`config.mk`:
```
export PLATFORM = sky130hd
export DESIGN_NAME = modbus_rtu_master_read_engine
export DESIGN_NICKNAME = d
export VERILOG_FILES = /design/src/mbrm_pkg.sv /design/src/modbus_rtu_master_read_engine.sv
export SDC_FILE = /design/constraint.sdc
export NUM_CORES = 1
export LEC_CHECK = 0
export BUFFER_PORTS_ARGS = -buffer_cell sky130_fd_sc_hd__buf_2
export CAP_MARGIN = 20
export CELL_PAD_IN_SITES_DETAIL_PLACEMENT = 0
export CELL_PAD_IN_SITES_GLOBAL_PLACEMENT = 1
export CORE_MARGIN = 1
export CORE_UTILIZATION = 54
export DETAILED_ROUTE_END_ITERATION = 10
export GPL_ROUTABILITY_DRIVEN = 0
export PLACE_DENSITY = 0.82
export SYNTH_ARGS = -nofsm -noshare
export SYNTH_HDL_FRONTEND = slang
export SYNTH_SLANG_ARGS = --single-unit
```
`constraint.sdc`:
```
create_clock -name clk -period 9.89 [get_ports clk]
set_input_delay 0.4945 -clock clk [delete_from_list [all_inputs] [get_ports clk]]
set_output_delay 0.4945 -clock clk [all_outputs]
set_load 0.01 [all_outputs]
```
`src/mbrm_pkg.sv`:
```
// ----------------------------------------------------------------------------
// mbrm_pkg
// Types, codes and the CRC-16 byte update for the Modbus RTU read engine.
// ----------------------------------------------------------------------------
package mbrm_pkg;

  typedef enum logic [3:0] {
    ST_IDLE  = 4'b0001,
    ST_SEND  = 4'b0010,
    ST_WORDS = 4'b0100,
    ST_STAT  = 4'b1000
  } state_t;

  localparam logic [1:0] REQ_START = 2'd0;
  localparam logic [1:0] REQ_BYTE  = 2'd1;
  localparam logic [1:0] REQ_TICK  = 2'd2;

  localparam logic [1:0] KIND_TX     = 2'd0;
  localparam logic [1:0] KIND_WORD   = 2'd1;
  localparam logic [1:0] KIND_STATUS = 2'd2;

  localparam logic [2:0] STS_OK      = 3'd0;
  localparam logic [2:0] STS_TIMEOUT = 3'd1;
  localparam logic [2:0] STS_EXCEPT  = 3'd2;
  localparam logic [2:0] STS_LENGTH  = 3'd3;
  localparam logic [2:0] STS_CRC     = 3'd4;
  localparam logic [2:0] STS_QTY     = 3'd5;

  localparam logic [15:0] CRC_INIT  = 16'hFFFF;
  localparam logic [15:0] CRC_POLY  = 16'hA001;
  localparam logic [7:0]  EXC_BIT   = 8'h80;
  localparam logic [7:0]  HDR_BYTES = 8'd5;

  function automatic logic [15:0] crc_feed(input logic [15:0] crc, input logic [7:0] b);
    logic [15:0] c;
    c = crc ^ {8'h00, b};
    for (int k = 0; k < 8; k++) begin
      c = c[0] ? ((c >> 1) ^ CRC_POLY) : (c >> 1);
    end
    return c;
  endfunction

endpackage

```
`src/modbus_rtu_master_read_engine.sv`:
```
// Unless the output stalls, a request gives 8 result items, one per cycle, and the
// CRC covers the first six frame bytes; the last byte of a good reply is followed by
// n+1 result items (n words read from the word memory, one per cycle, then a status).
// Otherwise a status alone. Word reads are registered and prefetched one word ahead.
// Reset (rst_n low, synchronous): idle, timeout 1000; word memory not cleared.
// ----------------------------------------------------------------------------
// modbus_rtu_master_read_engine
// Modbus RTU master for read holding / input registers: builds the request
// frame, collects the reply, checks it and returns the register words.
// ----------------------------------------------------------------------------
module modbus_rtu_master_read_engine #(
  parameter int MAX_QTY = 32
) (
  input  logic        clk,
  input  logic        rst_n,
  input  logic        in_tvalid,
  output logic        in_tready,
  // slave_addr[7:0], function_code[15:8], start_addr[31:16], quantity[37:32],
  // rx_byte[45:38], zero[47:46]
  input  logic [47:0] in_tdata,
  // req_type[1:0]
  input  logic [1:0]  in_tuser,
  output logic        out_tvalid,
  input  logic        out_tready,
  // tx_byte[7:0], reg_index[13:8], reg_value[29:14], status[32:30], zero[39:33]
  output logic [39:0] out_tdata,
  // out_kind[1:0]
  output logic [1:0]  out_tuser,
  output logic        out_tlast,
  input  logic        cfg_valid,
  output logic        cfg_ready,
  input  logic [31:0] cfg_data
);

  localparam int AW = (MAX_QTY > 1) ? $clog2(MAX_QTY) : 1;
  localparam logic [6:0] MAXQ = 7'(MAX_QTY);

  mbrm_pkg::state_t state_r, state_nxt;
  logic        await_r, await_nxt;
  logic [7:0]  slave_r, slave_nxt;
  logic [7:0]  sfunc_r, sfunc_nxt;
  logic [15:0] start_r, start_nxt;
  logic [5:0]  sq_r, sq_nxt;
  logic [7:0]  bytes_r, bytes_nxt;
  logic [7:0]  rfunc_r, rfunc_nxt;
  logic [7:0]  rcount_r, rcount_nxt;
  logic [15:0] crc_r, crc_nxt;
  logic [7:0]  crc_lo_r, crc_lo_nxt;
  logic [7:0]  pend_r, pend_nxt;
  logic [31:0] tick_r, tick_nxt;
  logic [31:0] timeout_r;
  logic [2:0]  cnt_r, cnt_nxt;
  logic [5:0]  widx_r, widx_nxt;
  logic [2:0]  sts_r, sts_nxt;

  logic        out_valid_r, out_valid_nxt;
  logic [1:0]  out_kind_r, out_kind_nxt;
  logic [7:0]  out_tx_r, out_tx_nxt;
  logic [5:0]  out_idx_r, out_idx_nxt;
  logic [15:0] out_val_r, out_val_nxt;
  logic [2:0]  out_sts_r, out_sts_nxt;
  logic        out_last_r, out_last_nxt;

  logic [15:0] mem [MAX_QTY];
  logic [15:0] mem_q;
  logic          mem_we;
  logic [AW-1:0] wr_addr;
  logic [AW-1:0] rd_addr;
  logic [15:0]   wr_data;

  logic        in_fire;
  logic        o_free;
  logic [7:0]  f_slave, f_func, f_qty8, f_rx;
  logic [15:0] f_start;
  logic [5:0]  f_qty;
  logic [7:0]  exp_len, exp_m1, exp_m2;
  logic [7:0]  tx_sel;
  logic [7:0]  feed_byte;
  logic [15:0] crc_f;
  logic [31:0] tick_inc;
  logic [6:0]  word_pos;
  logic [5:0]  widx_inc;

  assign f_slave = in_tdata[7:0];
  assign f_func  = in_tdata[15:8];
  assign f_start = in_tdata[31:16];
  assign f_qty   = in_tdata[37:32];
  assign f_rx    = in_tdata[45:38];
  assign f_qty8  = {2'b00, f_qty};

  assign in_fire   = in_tvalid && in_tready;
  assign in_tready = (state_r == mbrm_pkg::ST_IDLE);
  assign o_free    = !out_valid_r || out_tready;
  assign cfg_ready = 1'b1;

  assign exp_len  = mbrm_pkg::HDR_BYTES + {1'b0, sq_r, 1'b0};
  assign exp_m1   = exp_len - 8'd1;
  assign exp_m2   = exp_len - 8'd2;
  assign tick_inc = tick_r + 32'd1;
  assign word_pos = bytes_r[7:1] - 7'd2;
  assign widx_inc = widx_r + 6'd1;

  always_comb begin
    case (cnt_r)
      3'd0:    tx_sel = slave_r;
      3'd1:    tx_sel = sfunc_r;
      3'd2:    tx_sel = start_r[15:8];
      3'd3:    tx_sel = start_r[7:0];
      3'd4:    tx_sel = 8'h00;
      3'd5:    tx_sel = {2'b00, sq_r};
      3'd6:    tx_sel = crc_r[7:0];
      default: tx_sel = crc_r[15:8];
    endcase
  end

  assign feed_byte = (state_r == mbrm_pkg::ST_SEND) ? tx_sel : f_rx;
  assign crc_f     = mbrm_pkg::crc_feed(crc_r, feed_byte);

  assign wr_addr = AW'(word_pos);
  assign wr_data = {pend_r, f_rx};

  always_comb begin
    if (state_r == mbrm_pkg::ST_WORDS) begin
      if (o_free && (widx_inc < sq_r)) begin
        rd_addr = AW'(widx_inc);
      end else begin
        rd_addr = AW'(widx_r);
      end
    end else begin
      rd_addr = '0;
    end
  end

  always_comb begin
    state_nxt  = state_r;
    await_nxt  = await_r;
    slave_nxt  = slave_r;
    sfunc_nxt  = sfunc_r;
    start_nxt  = start_r;
    sq_nxt     = sq_r;
    bytes_nxt  = bytes_r;
    rfunc_nxt  = rfunc_r;
    rcount_nxt = rcount_r;
    crc_nxt    = crc_r;
    crc_lo_nxt = crc_lo_r;
    pend_nxt   = pend_r;
    tick_nxt   = tick_r;
    cnt_nxt    = cnt_r;
    widx_nxt   = widx_r;
    sts_nxt    = sts_r;
    mem_we     = 1'b0;

    out_valid_nxt = out_valid_r && !out_tready;
    out_kind_nxt  = out_kind_r;
    out_tx_nxt    = out_tx_r;
    out_idx_nxt   = out_idx_r;
    out_val_nxt   = out_val_r;
    out_sts_nxt   = out_sts_r;
    out_last_nxt  = out_last_r;

    case (state_r)
      mbrm_pkg::ST_IDLE: begin
        if (in_fire) begin
          case (in_tuser)
            mbrm_pkg::REQ_START: begin
              if ({1'b0, f_qty} > MAXQ) begin
                await_nxt = 1'b0;
                sts_nxt   = mbrm_pkg::STS_QTY;
                state_nxt = mbrm_pkg::ST_STAT;
              end else begin
                slave_nxt  = f_slave;
                sfunc_nxt  = f_func;
                start_nxt  = f_start;
                sq_nxt     = f_qty;
                bytes_nxt  = 8'd0;
                rfunc_nxt  = 8'd0;
                rcount_nxt = 8'd0;
                crc_nxt    = mbrm_pkg::CRC_INIT;
                crc_lo_nxt = 8'd0;
                pend_nxt   = 8'd0;
                tick_nxt   = 32'd0;
                cnt_nxt    = 3'd0;
                await_nxt  = 1'b1;
                state_nxt  = mbrm_pkg::ST_SEND;
              end
            end
            mbrm_pkg::REQ_TICK: begin
              if (await_r) begin
                tick_nxt = tick_inc;
                if (tick_inc >= timeout_r) begin
                  await_nxt = 1'b0;
                  sts_nxt   = mbrm_pkg::STS_TIMEOUT;
                  state_nxt = mbrm_pkg::ST_STAT;
                end
              end
            end
            mbrm_pkg::REQ_BYTE: begin
              if (await_r) begin
                if (bytes_r < exp_m2) begin
                  crc_nxt = crc_f;
                end
                if (bytes_r == 8'd1) begin
                  rfunc_nxt = f_rx;
                end else if (bytes_r == 8'd2) begin
                  rcount_nxt = f_rx;
                end else if ((bytes_r >= 8'd3) && (bytes_r < exp_m2)) begin
                  if (bytes_r[0]) begin
                    pend_nxt = f_rx;
                  end else begin
                    mem_we = 1'b1;
                  end
                end
                if (bytes_r == exp_m2) begin
                  crc_lo_nxt = f_rx;
                end
                bytes_nxt = bytes_r + 8'd1;
                if (bytes_r == exp_m1) begin
                  await_nxt = 1'b0;
                  widx_nxt  = 6'd0;
                  state_nxt = mbrm_pkg::ST_STAT;
                  if (rfunc_r == (sfunc_r | mbrm_pkg::EXC_BIT)) begin
                    sts_nxt = mbrm_pkg::STS_EXCEPT;
                  end else if (rcount_r != {1'b0, sq_r, 1'b0}) begin
                    sts_nxt = mbrm_pkg::STS_LENGTH;
                  end else if ({f_rx, crc_lo_r} != crc_r) begin
                    sts_nxt = mbrm_pkg::STS_CRC;
                  end else begin
                    sts_nxt = mbrm_pkg::STS_OK;
                    if (sq_r != 6'd0) begin
                      state_nxt = mbrm_pkg::ST_WORDS;
                    end
                  end
                end
              end
            end
            default: begin
            end
          endcase
        end
      end
      mbrm_pkg::ST_SEND: begin
        if (o_free) begin
          out_valid_nxt = 1'b1;
          out_kind_nxt  = mbrm_pkg::KIND_TX;
          out_tx_nxt    = tx_sel;
          out_idx_nxt   = 6'd0;
          out_val_nxt   = 16'd0;
          out_sts_nxt   = mbrm_pkg::STS_OK;
          out_last_nxt  = (cnt_r == 3'd7);
          cnt_nxt       = cnt_r + 3'd1;
          if (cnt_r < 3'd6) begin
            crc_nxt = crc_f;
          end
          if (cnt_r == 3'd7) begin
            crc_nxt   = mbrm_pkg::CRC_INIT;
            state_nxt = mbrm_pkg::ST_IDLE;
          end
        end
      end
      mbrm_pkg::ST_WORDS: begin
        if (o_free) begin
          out_valid_nxt = 1'b1;
          out_kind_nxt  = mbrm_pkg::KIND_WORD;
          out_tx_nxt    = 8'd0;
          out_idx_nxt   = widx_r;
          out_val_nxt   = mem_q;
          out_sts_nxt   = mbrm_pkg::STS_OK;
          out_last_nxt  = 1'b0;
          widx_nxt      = widx_inc;
          if (widx_inc == sq_r) begin
            sts_nxt   = mbrm_pkg::STS_OK;
            state_nxt = mbrm_pkg::ST_STAT;
          end
        end
      end
      mbrm_pkg::ST_STAT: begin
        if (o_free) begin
          out_valid_nxt = 1'b1;
          out_kind_nxt  = mbrm_pkg::KIND_STATUS;
          out_tx_nxt    = 8'd0;
          out_idx_nxt   = 6'd0;
          out_val_nxt   = 16'd0;
          out_sts_nxt   = sts_r;
          out_last_nxt  = 1'b1;
          state_nxt     = mbrm_pkg::ST_IDLE;
        end
      end
      default: begin
        state_nxt = mbrm_pkg::ST_IDLE;
      end
    endcase
  end

  always_ff @(posedge clk) begin
    if (!rst_n) begin
      state_r     <= mbrm_pkg::ST_IDLE;
      await_r     <= 1'b0;
      sfunc_r     <= 8'd0;
      sq_r        <= 6'd0;
      bytes_r     <= 8'd0;
      rfunc_r     <= 8'd0;
      rcount_r    <= 8'd0;
      crc_r       <= mbrm_pkg::CRC_INIT;
      crc_lo_r    <= 8'd0;
      pend_r      <= 8'd0;
      tick_r      <= 32'd0;
      timeout_r   <= 32'd1000;
      cnt_r       <= 3'd0;
      widx_r      <= 6'd0;
      out_valid_r <= 1'b0;
    end else begin
      state_r     <= state_nxt;
      await_r     <= await_nxt;
      sfunc_r     <= sfunc_nxt;
      sq_r        <= sq_nxt;
      bytes_r     <= bytes_nxt;
      rfunc_r     <= rfunc_nxt;
      rcount_r    <= rcount_nxt;
      crc_r       <= crc_nxt;
      crc_lo_r    <= crc_lo_nxt;
      pend_r      <= pend_nxt;
      tick_r      <= tick_nxt;
      cnt_r       <= cnt_nxt;
      widx_r      <= widx_nxt;
      out_valid_r <= out_valid_nxt;
      if (cfg_valid && cfg_ready) begin
        timeout_r <= cfg_data;
      end
    end
  end

  always_ff @(posedge clk) begin
    slave_r    <= slave_nxt;
    start_r    <= start_nxt;
    sts_r      <= sts_nxt;
    out_kind_r <= out_kind_nxt;
    out_tx_r   <= out_tx_nxt;
    out_idx_r  <= out_idx_nxt;
    out_val_r  <= out_val_nxt;
    out_sts_r  <= out_sts_nxt;
    out_last_r <= out_last_nxt;
  end

  always_ff @(posedge clk) begin
    if (mem_we) begin
      mem[wr_addr] <= wr_data;
    end
    mem_q <= mem[rd_addr];
  end

  assign out_tvalid = out_valid_r;
  assign out_tuser  = out_kind_r;
  assign out_tlast  = out_last_r;
  assign out_tdata  = {7'd0, out_sts_r, out_val_r, out_idx_r, out_tx_r};

  a_words_in_range: assert property (@(posedge clk) disable iff (!rst_n)
    (state_r == mbrm_pkg::ST_WORDS) |-> (widx_r < sq_r))
    else $error("word index beyond reply quantity");

  a_bytes_bounded: assert property (@(posedge clk) disable iff (!rst_n)
    await_r |-> (bytes_r < exp_len))
    else $error("reply byte count passed expected length");

  a_qty_bounded: assert property (@(posedge clk) disable iff (!rst_n)
    ({1'b0, sq_r} <= MAXQ))
    else $error("saved quantity above limit");

  a_status_last: assert property (@(posedge clk) disable iff (!rst_n)
    (out_valid_r && (out_kind_r == mbrm_pkg::KIND_STATUS)) |-> out_last_r)
    else $error("status item without last");

  a_send_awaits: assert property (@(posedge clk) disable iff (!rst_n)
    (state_r == mbrm_pkg::ST_SEND) |-> (await_r && (bytes_r == 8'd0)))
    else $error("request sent without a fresh reply wait");

endmodule

```
# --- Word-level counts from Yosys, hierarchy flattened ---
# Memory sizes are Yosys's and may differ from the RTL's. A register that Yosys moved wholly into a read port is not among the register bits.
# Index checks and enable logic that the tools add are counted.
word_totals:
  register_bits: 212
  latch_bits: 0
  ram_bits: 512
  rom_bits: 0
  in_bits: 87
  output_inout_bits: 46
  elab_cells: 266
  mem_count: 1
classes:
  n_addsub: 8
  multipliers: 0
  div: 0
  n_lt_le_gt_ge: 6
  eq_ne: 55
  n_shift: 0
  mux: 122
  bitwise: 10
  reduce_logical: 40
memory_table:
  columns: ["memory", "depth", "word_bits", "rd", "rd_clocked_by_memory_dff", "wr", "line_no", "rtl"]
  rows:
  - ["mem", 32, 16, 1, 1, 1, "modbus_rtu_master_read_engine.sv:64", "logic [15:0] mem [MAX_QTY];"]
op_table:
  columns: ["op", "count"]
  rows:
  - ["$mux W16", 17]
  - ["$mux W8", 17]
  - ["$pmux W16 S2", 3]
  - ["$pmux W8 S2", 6]
  - ["$mux W32", 2]
  - ["$pmux W32 S2", 1]
  - ["$mux W4", 15]
  - ["$pmux W8 S7", 1]
  - ["$mux W3", 17]
  - ["$mux W6", 7]
  - ["$add A32 B1 Y32 const B", 1]
  - ["$ge A32 B32 Y1", 1]
  - ["$ne A2 B2 Y1 const B", 14]
  - ["$eq A8 B8 Y1", 3]
  - ["$not A2 Y3", 8]
  - ["$pmux W6 S2", 2]
  - ["$ne A3 B3 Y1 const B", 7]
  - ["$mux W1", 20]
  - ["$ne A2 B1 Y1 const B", 10]
  - ["$pmux W3 S2", 3]
  - ["$reduce_and A6 Y1", 3]
  - ["$ne A16 B16 Y1", 1]
  - ["$pmux W4 S4", 1]
  - ["$xor A16 B8 Y16", 1]
  - ["52 further kinds", 80]

# --- Logic depth before layout (Yosys ltp) ---
logic_depth:
  ltp_word: 25
  mapped_depth: 21
  depth_no_buf: 19

# --- Worst setup path after synthesis ---
# No wires, ideal clock.
synth_path:
  kind: "reg2reg"
  start: "register tick_r[0]"
  end: "register sts_r[0] (enable)"
  setup_ps: 282
  arrival_time_ps: 4265
  required_time_ps: 9608
  slack_ps: 5343
  path_stages_with_launch: 22
  n_path_buf: 2
  period_less_slack_ps: 4547
  path_cell_list: "dfxtp_1 -> ha_1 -> nand3_1 -> or2_1 -> or4_4 -> or2_1 -> buf_2 -> nor3_2 -> and3_1 -> clkbuf_2 -> nand3_1 -> xnor2_1 -> ha_1 -> a21o_1 -> a21o_1 -> a21o_1 -> a21o_1 -> a21o_1 -> a21oi_1 -> o21ai_0 -> o21ai_0 -> a211oi_1"
synth_between:
  elab_chain_cells: 4
synth_lines:
  columns: ["item", "line_no", "rtl"]
  rows:
  - ["start: declaration", "modbus_rtu_master_read_engine.sv:50", "logic [31:0] tick_r, tick_nxt;"]
  - ["start signal: assignment", "modbus_rtu_master_read_engine.sv:322", "tick_r <= tick_nxt;"]
  - ["$add A32 B1 Y32", "modbus_rtu_master_read_engine.sv:99", "assign tick_inc = tick_r + 32'd1;"]
  - ["$ge A32 B32 Y1", "modbus_rtu_master_read_engine.sv:190", "if (tick_inc >= timeout_r) begin"]
  - ["$ne A3 B3 Y1 (no source line)", null, null]
  - ["$reduce_and A10 Y1 (no source line)", null, null]
  - ["end signal: assignment", "modbus_rtu_master_read_engine.sv:335", "sts_r <= sts_nxt;"]
  - ["end: declaration", "modbus_rtu_master_read_engine.sv:54", "logic [2:0] sts_r, sts_nxt;"]
# Every way passes these cells.
# A chain may end at the register's enable or synchronous reset.

# --- Final worst setup path ---
layout_path:
  start: "register widx_r[0]"
  end: "register mem_q[11] (read register of mem)"
layout_between:
  elab_chain_cells: 5
layout_lines:
  columns: ["item", "line_no", "rtl"]
  rows:
  - ["start: declaration", "modbus_rtu_master_read_engine.sv:53", "logic [5:0] widx_r, widx_nxt;"]
  - ["start signal: assignment", "modbus_rtu_master_read_engine.sv:324", "widx_r <= widx_nxt;"]
  - ["$add A6 B1 Y6", "modbus_rtu_master_read_engine.sv:101", "assign widx_inc = widx_r + 6'd1;"]
  - ["$lt A6 B6 Y1", "modbus_rtu_master_read_engine.sv:124", "if (o_free && (widx_inc < sq_r)) begin"]
  - ["$logic_and A1 B1 Y1", "modbus_rtu_master_read_engine.sv:124", null]
  - ["$mux W5 *", "modbus_rtu_master_read_engine.sv:124", null]
  - ["$mux W5 *", "modbus_rtu_master_read_engine.sv:123", "if (state_r == mbrm_pkg::ST_WORDS) begin"]
  - ["end: declaration", "modbus_rtu_master_read_engine.sv:65", "logic [15:0] mem_q;"]
# Every way passes the cells marked *; elsewhere a longest branch is shown, timed or not.

==> impl_metrics.json <==
{
  "synthMostInstantiatedCell": "edfxtp_1",
  "ir_drop_mv": 0.1390,
  "maxCapViolations": 0,
  "grt_setup_unrepaired": "false",
  "cts_sinks": 740,
  "r2r_slack_ns": 4.42,
  "worstPathMaxFanout": 81,
  "min_path_cells": 1,
  "root_buffer": "clkbuf_16",
  "io_pins": 133,
  "synth-adder-area-share_pct": 2.584,
  "critPathKind": "flop to flop",
  "drc": 6,
  "synthSimpleGateAreaFrac_pct": 14.92,
  "die_h_um": 247.1,
  "clk_latency_ns": 0.63,
  "layout-drive-gt1-share_pct": 11.84,
  "clkTransAtPathRegs_ns": 0.06,
  "whs_ns": 0.04294,
  "area.growth.synth_to_final_pct": 12.31,
  "cp-end-kind": "flop",
  "syn_area_per_cell_sq_um": 11.81,
  "synth_common_cells": "edfxtp_1, nand2_1, nor2_1, dfxtp_1, mux2i_1",
  "coreArea_sq_um": 59240,
  "dieArea_sq_um": 61060,
  "ys_ff_latch": 740,
  "run_status": "finished with violations",
  "finalWirelength_mm": 78.89,
  "cts_tree": "built",
  "layout_setup_ws_ns": 4.419,
  "post_dp_cell_area_sq_um": 33840,
  "fin_setup_tns_ns": 0,
  "fin_crit_sh_pct": 55.32,
  "grt_pass1_vias": 21103,
  "start_util_pct": 54.76,
  "hold_path.startpoint": "in_tdata[28]",
  "drt_first_iter_violations": 1682,
  "cts_max_level": 3,
  "synth_ff_type": "edfxtp_1",
  "synth_compound_gate_area_share_pct": 7.559,
  "hold_path.class": "primary input to flop",
  "synth_top_area_cell": "edfxtp_1",
  "synthArstFlopShare_pct": 0,
  "grt_overflow_total": 0,
  "port_buffers": 122,
  "reg2reg_to": "mem_q[11]",
  "maxSlewHeadroom_pct": 23.84,
  "violations": "DRC",
  "setup_viol": 0,
  "synthMuxAreaShare_pct": 5.635,
  "numCtsBuffers": 77,
  "final_nets": 3005,
  "antenna_found_initial": 2,
  "worst_pin_slew_ns": 1.142,
  "finClkSkew_ns": 0.02001,
  "fin_area_sq_um": 36440,
  "synth_edf_count": 575,
  "synthTopCellsByArea": "edfxtp_1, dfxtp_1, nand2_1, mux2i_1, ha_1",
  "syn_area_sq_um": 32440,
  "period_needed_ns": 5.471,
  "drt-pass1-iter-count": 8,
  "grt_pass1_wl_mm": 120.4,
  "viasPerCell": 5.903,
  "slew_violations": 0,
  "synth_top_family_by_area": "simple AND/OR/NAND/NOR gates",
  "power_density_nw_per_um2": 180.8,
  "crit_required_ns": 10.34,
  "row_count": 89,
  "antenna_cells": 0,
  "rr_worst_depth": 14,
  "ant_nets": 0,
  "cts_resized": 0,
  "vias": 21771,
  "r2r-start": "widx_r[0]",
  "fp.dieW_um": 247.1,
  "avgRoutedWirePerCell_um": 21.39,
  "grt_max_degree": 99,
  "cp.arrival_ns": 5.92,
  "synthDistinctLibCells": 74,
  "start_kind": "flop",
  "post_cts_buffers": 0,
  "cts_buffer_depth": 3,
  "track_usage_pct": 25.87,
  "fmax_ghz": 0.1828,
  "holdPathEnd": "start_r[12]",
  "synth_cells": 2748,
  "yosysSeqAreaShare_pct": 63.41,
  "place_hpwl_mm": 47.80,
  "synth_top_area_share_pct": 53.22,
  "hold_buffers": 0,
  "synth_xor_area_share_pct": 2.927,
  "yosysWarnings": 0,
  "pre_cts_slack_ns": 4.441,
  "hold_viol": 0,
  "p_leak_nw": 14.23
}
## layer usage
metal,GRT usage (%),share of wire [%],up-vias
met5,0,0,-
met1,34.80,42,10717
met2,42.83,49,757
met4,9.513,3.0,0
li1,-,-,10158
met3,3.484,6.2,139
## through the flow
step	utilization (%)	instances	total power [mW]
after floorplan	-	2754	3.685
after global placement	57.12	3540	3.809
after detailed placement	57.12	3540	3.817
after CTS	61.31	3683	6.628
after global routing	61.50	3688	6.796
final	61.50	3688	6.589
## power by group
part           internal, mW  switching, mW  leakage (nW)  total, mW
clock                  1.64           1.20          1.20       2.84
combinational         0.128          0.233          5.88      0.360
sequential             3.36         0.0291          7.14       3.39
total                  5.13           1.46          14.2       6.59
## sequential cells by signal, indices dropped and copies added (netlist names), 16 cells and up
| signal | count |
|---|---|
| out_val_r | 16 |
| tick_r | 32 |
| start_r | 16 |
| mem | 512 |
| timeout_r | 32 |
| crc_r | 16 |
| mem_q | 16 |
## area by class of cell
class,instances,area (sq um)
multi-input combinational,1785,11010
fill,4668,22810
inverter,62,234.0
sequential,740,20570
timing repair buffer,185,1171
clock buffer,105,2112
tap,773,967.2
clock inverter,38,371.6
## cell families after synthesis
group,count (synthesis)
AOI/OAI and AO/OA,347
xor gates and xnor gates,104
adders and majority gates,67
buffers and inverters,229
DFF,740
muxes,179
other,2
and+or+nand+nor,1080
## critical path, stage by stage (launching register included)
cell,delay (ns)
dfxtp_1,0.46
ha_1,0.30
nand3_1,0.14
xnor2_1,0.26
ha_1,0.30
nand4_1,0.13
a21oi_1,0.08
a2111oi_4,0.49
nor2b_1,0.22
xnor2_1,0.11
nor2_4,0.69
buf_4,0.96
mux2_2,0.37
o32ai_1,0.10
a221oi_1,0.59
## layout by cell type, fill, tap and decap left out, types with 27 or more instances in the layout
cell         n
nor2_1     176
mux2i_1    156
buf_4       57
ha_1        67
a21oi_1     73
inv_1       61
nand3_1    136
a311oi_1    51
clkbuf_16   77
nor3_1      48
a31oi_1     41
xnor2_1     54
and2_1      36
xor2_1      47
buf_2      122
dfxtp_1    165
o21ai_0     41
a21o_1      27
edfxtp_1   575
and3_1      72
nand2_1    514
## how the worst max path moves through the flow
stage,from,to,slack (ns),depth (start not counted)
6_report,widx_r[0],mem_q[11],4.42,14
5_1_grt,widx_r[0],mem_q[3],4.11,15
4_1_cts,widx_r[0],mem_q[3],4.43,15
3_5_place_dp,widx_r[0],mem_q[3],4.44,15
3_3_place_gp,widx_r[0],mem_q[3],4.50,14
2_1_floorplan,tick_r[0],sts_r[0],5.34,21
Note: power is estimated with default switching activity, not from simulation.
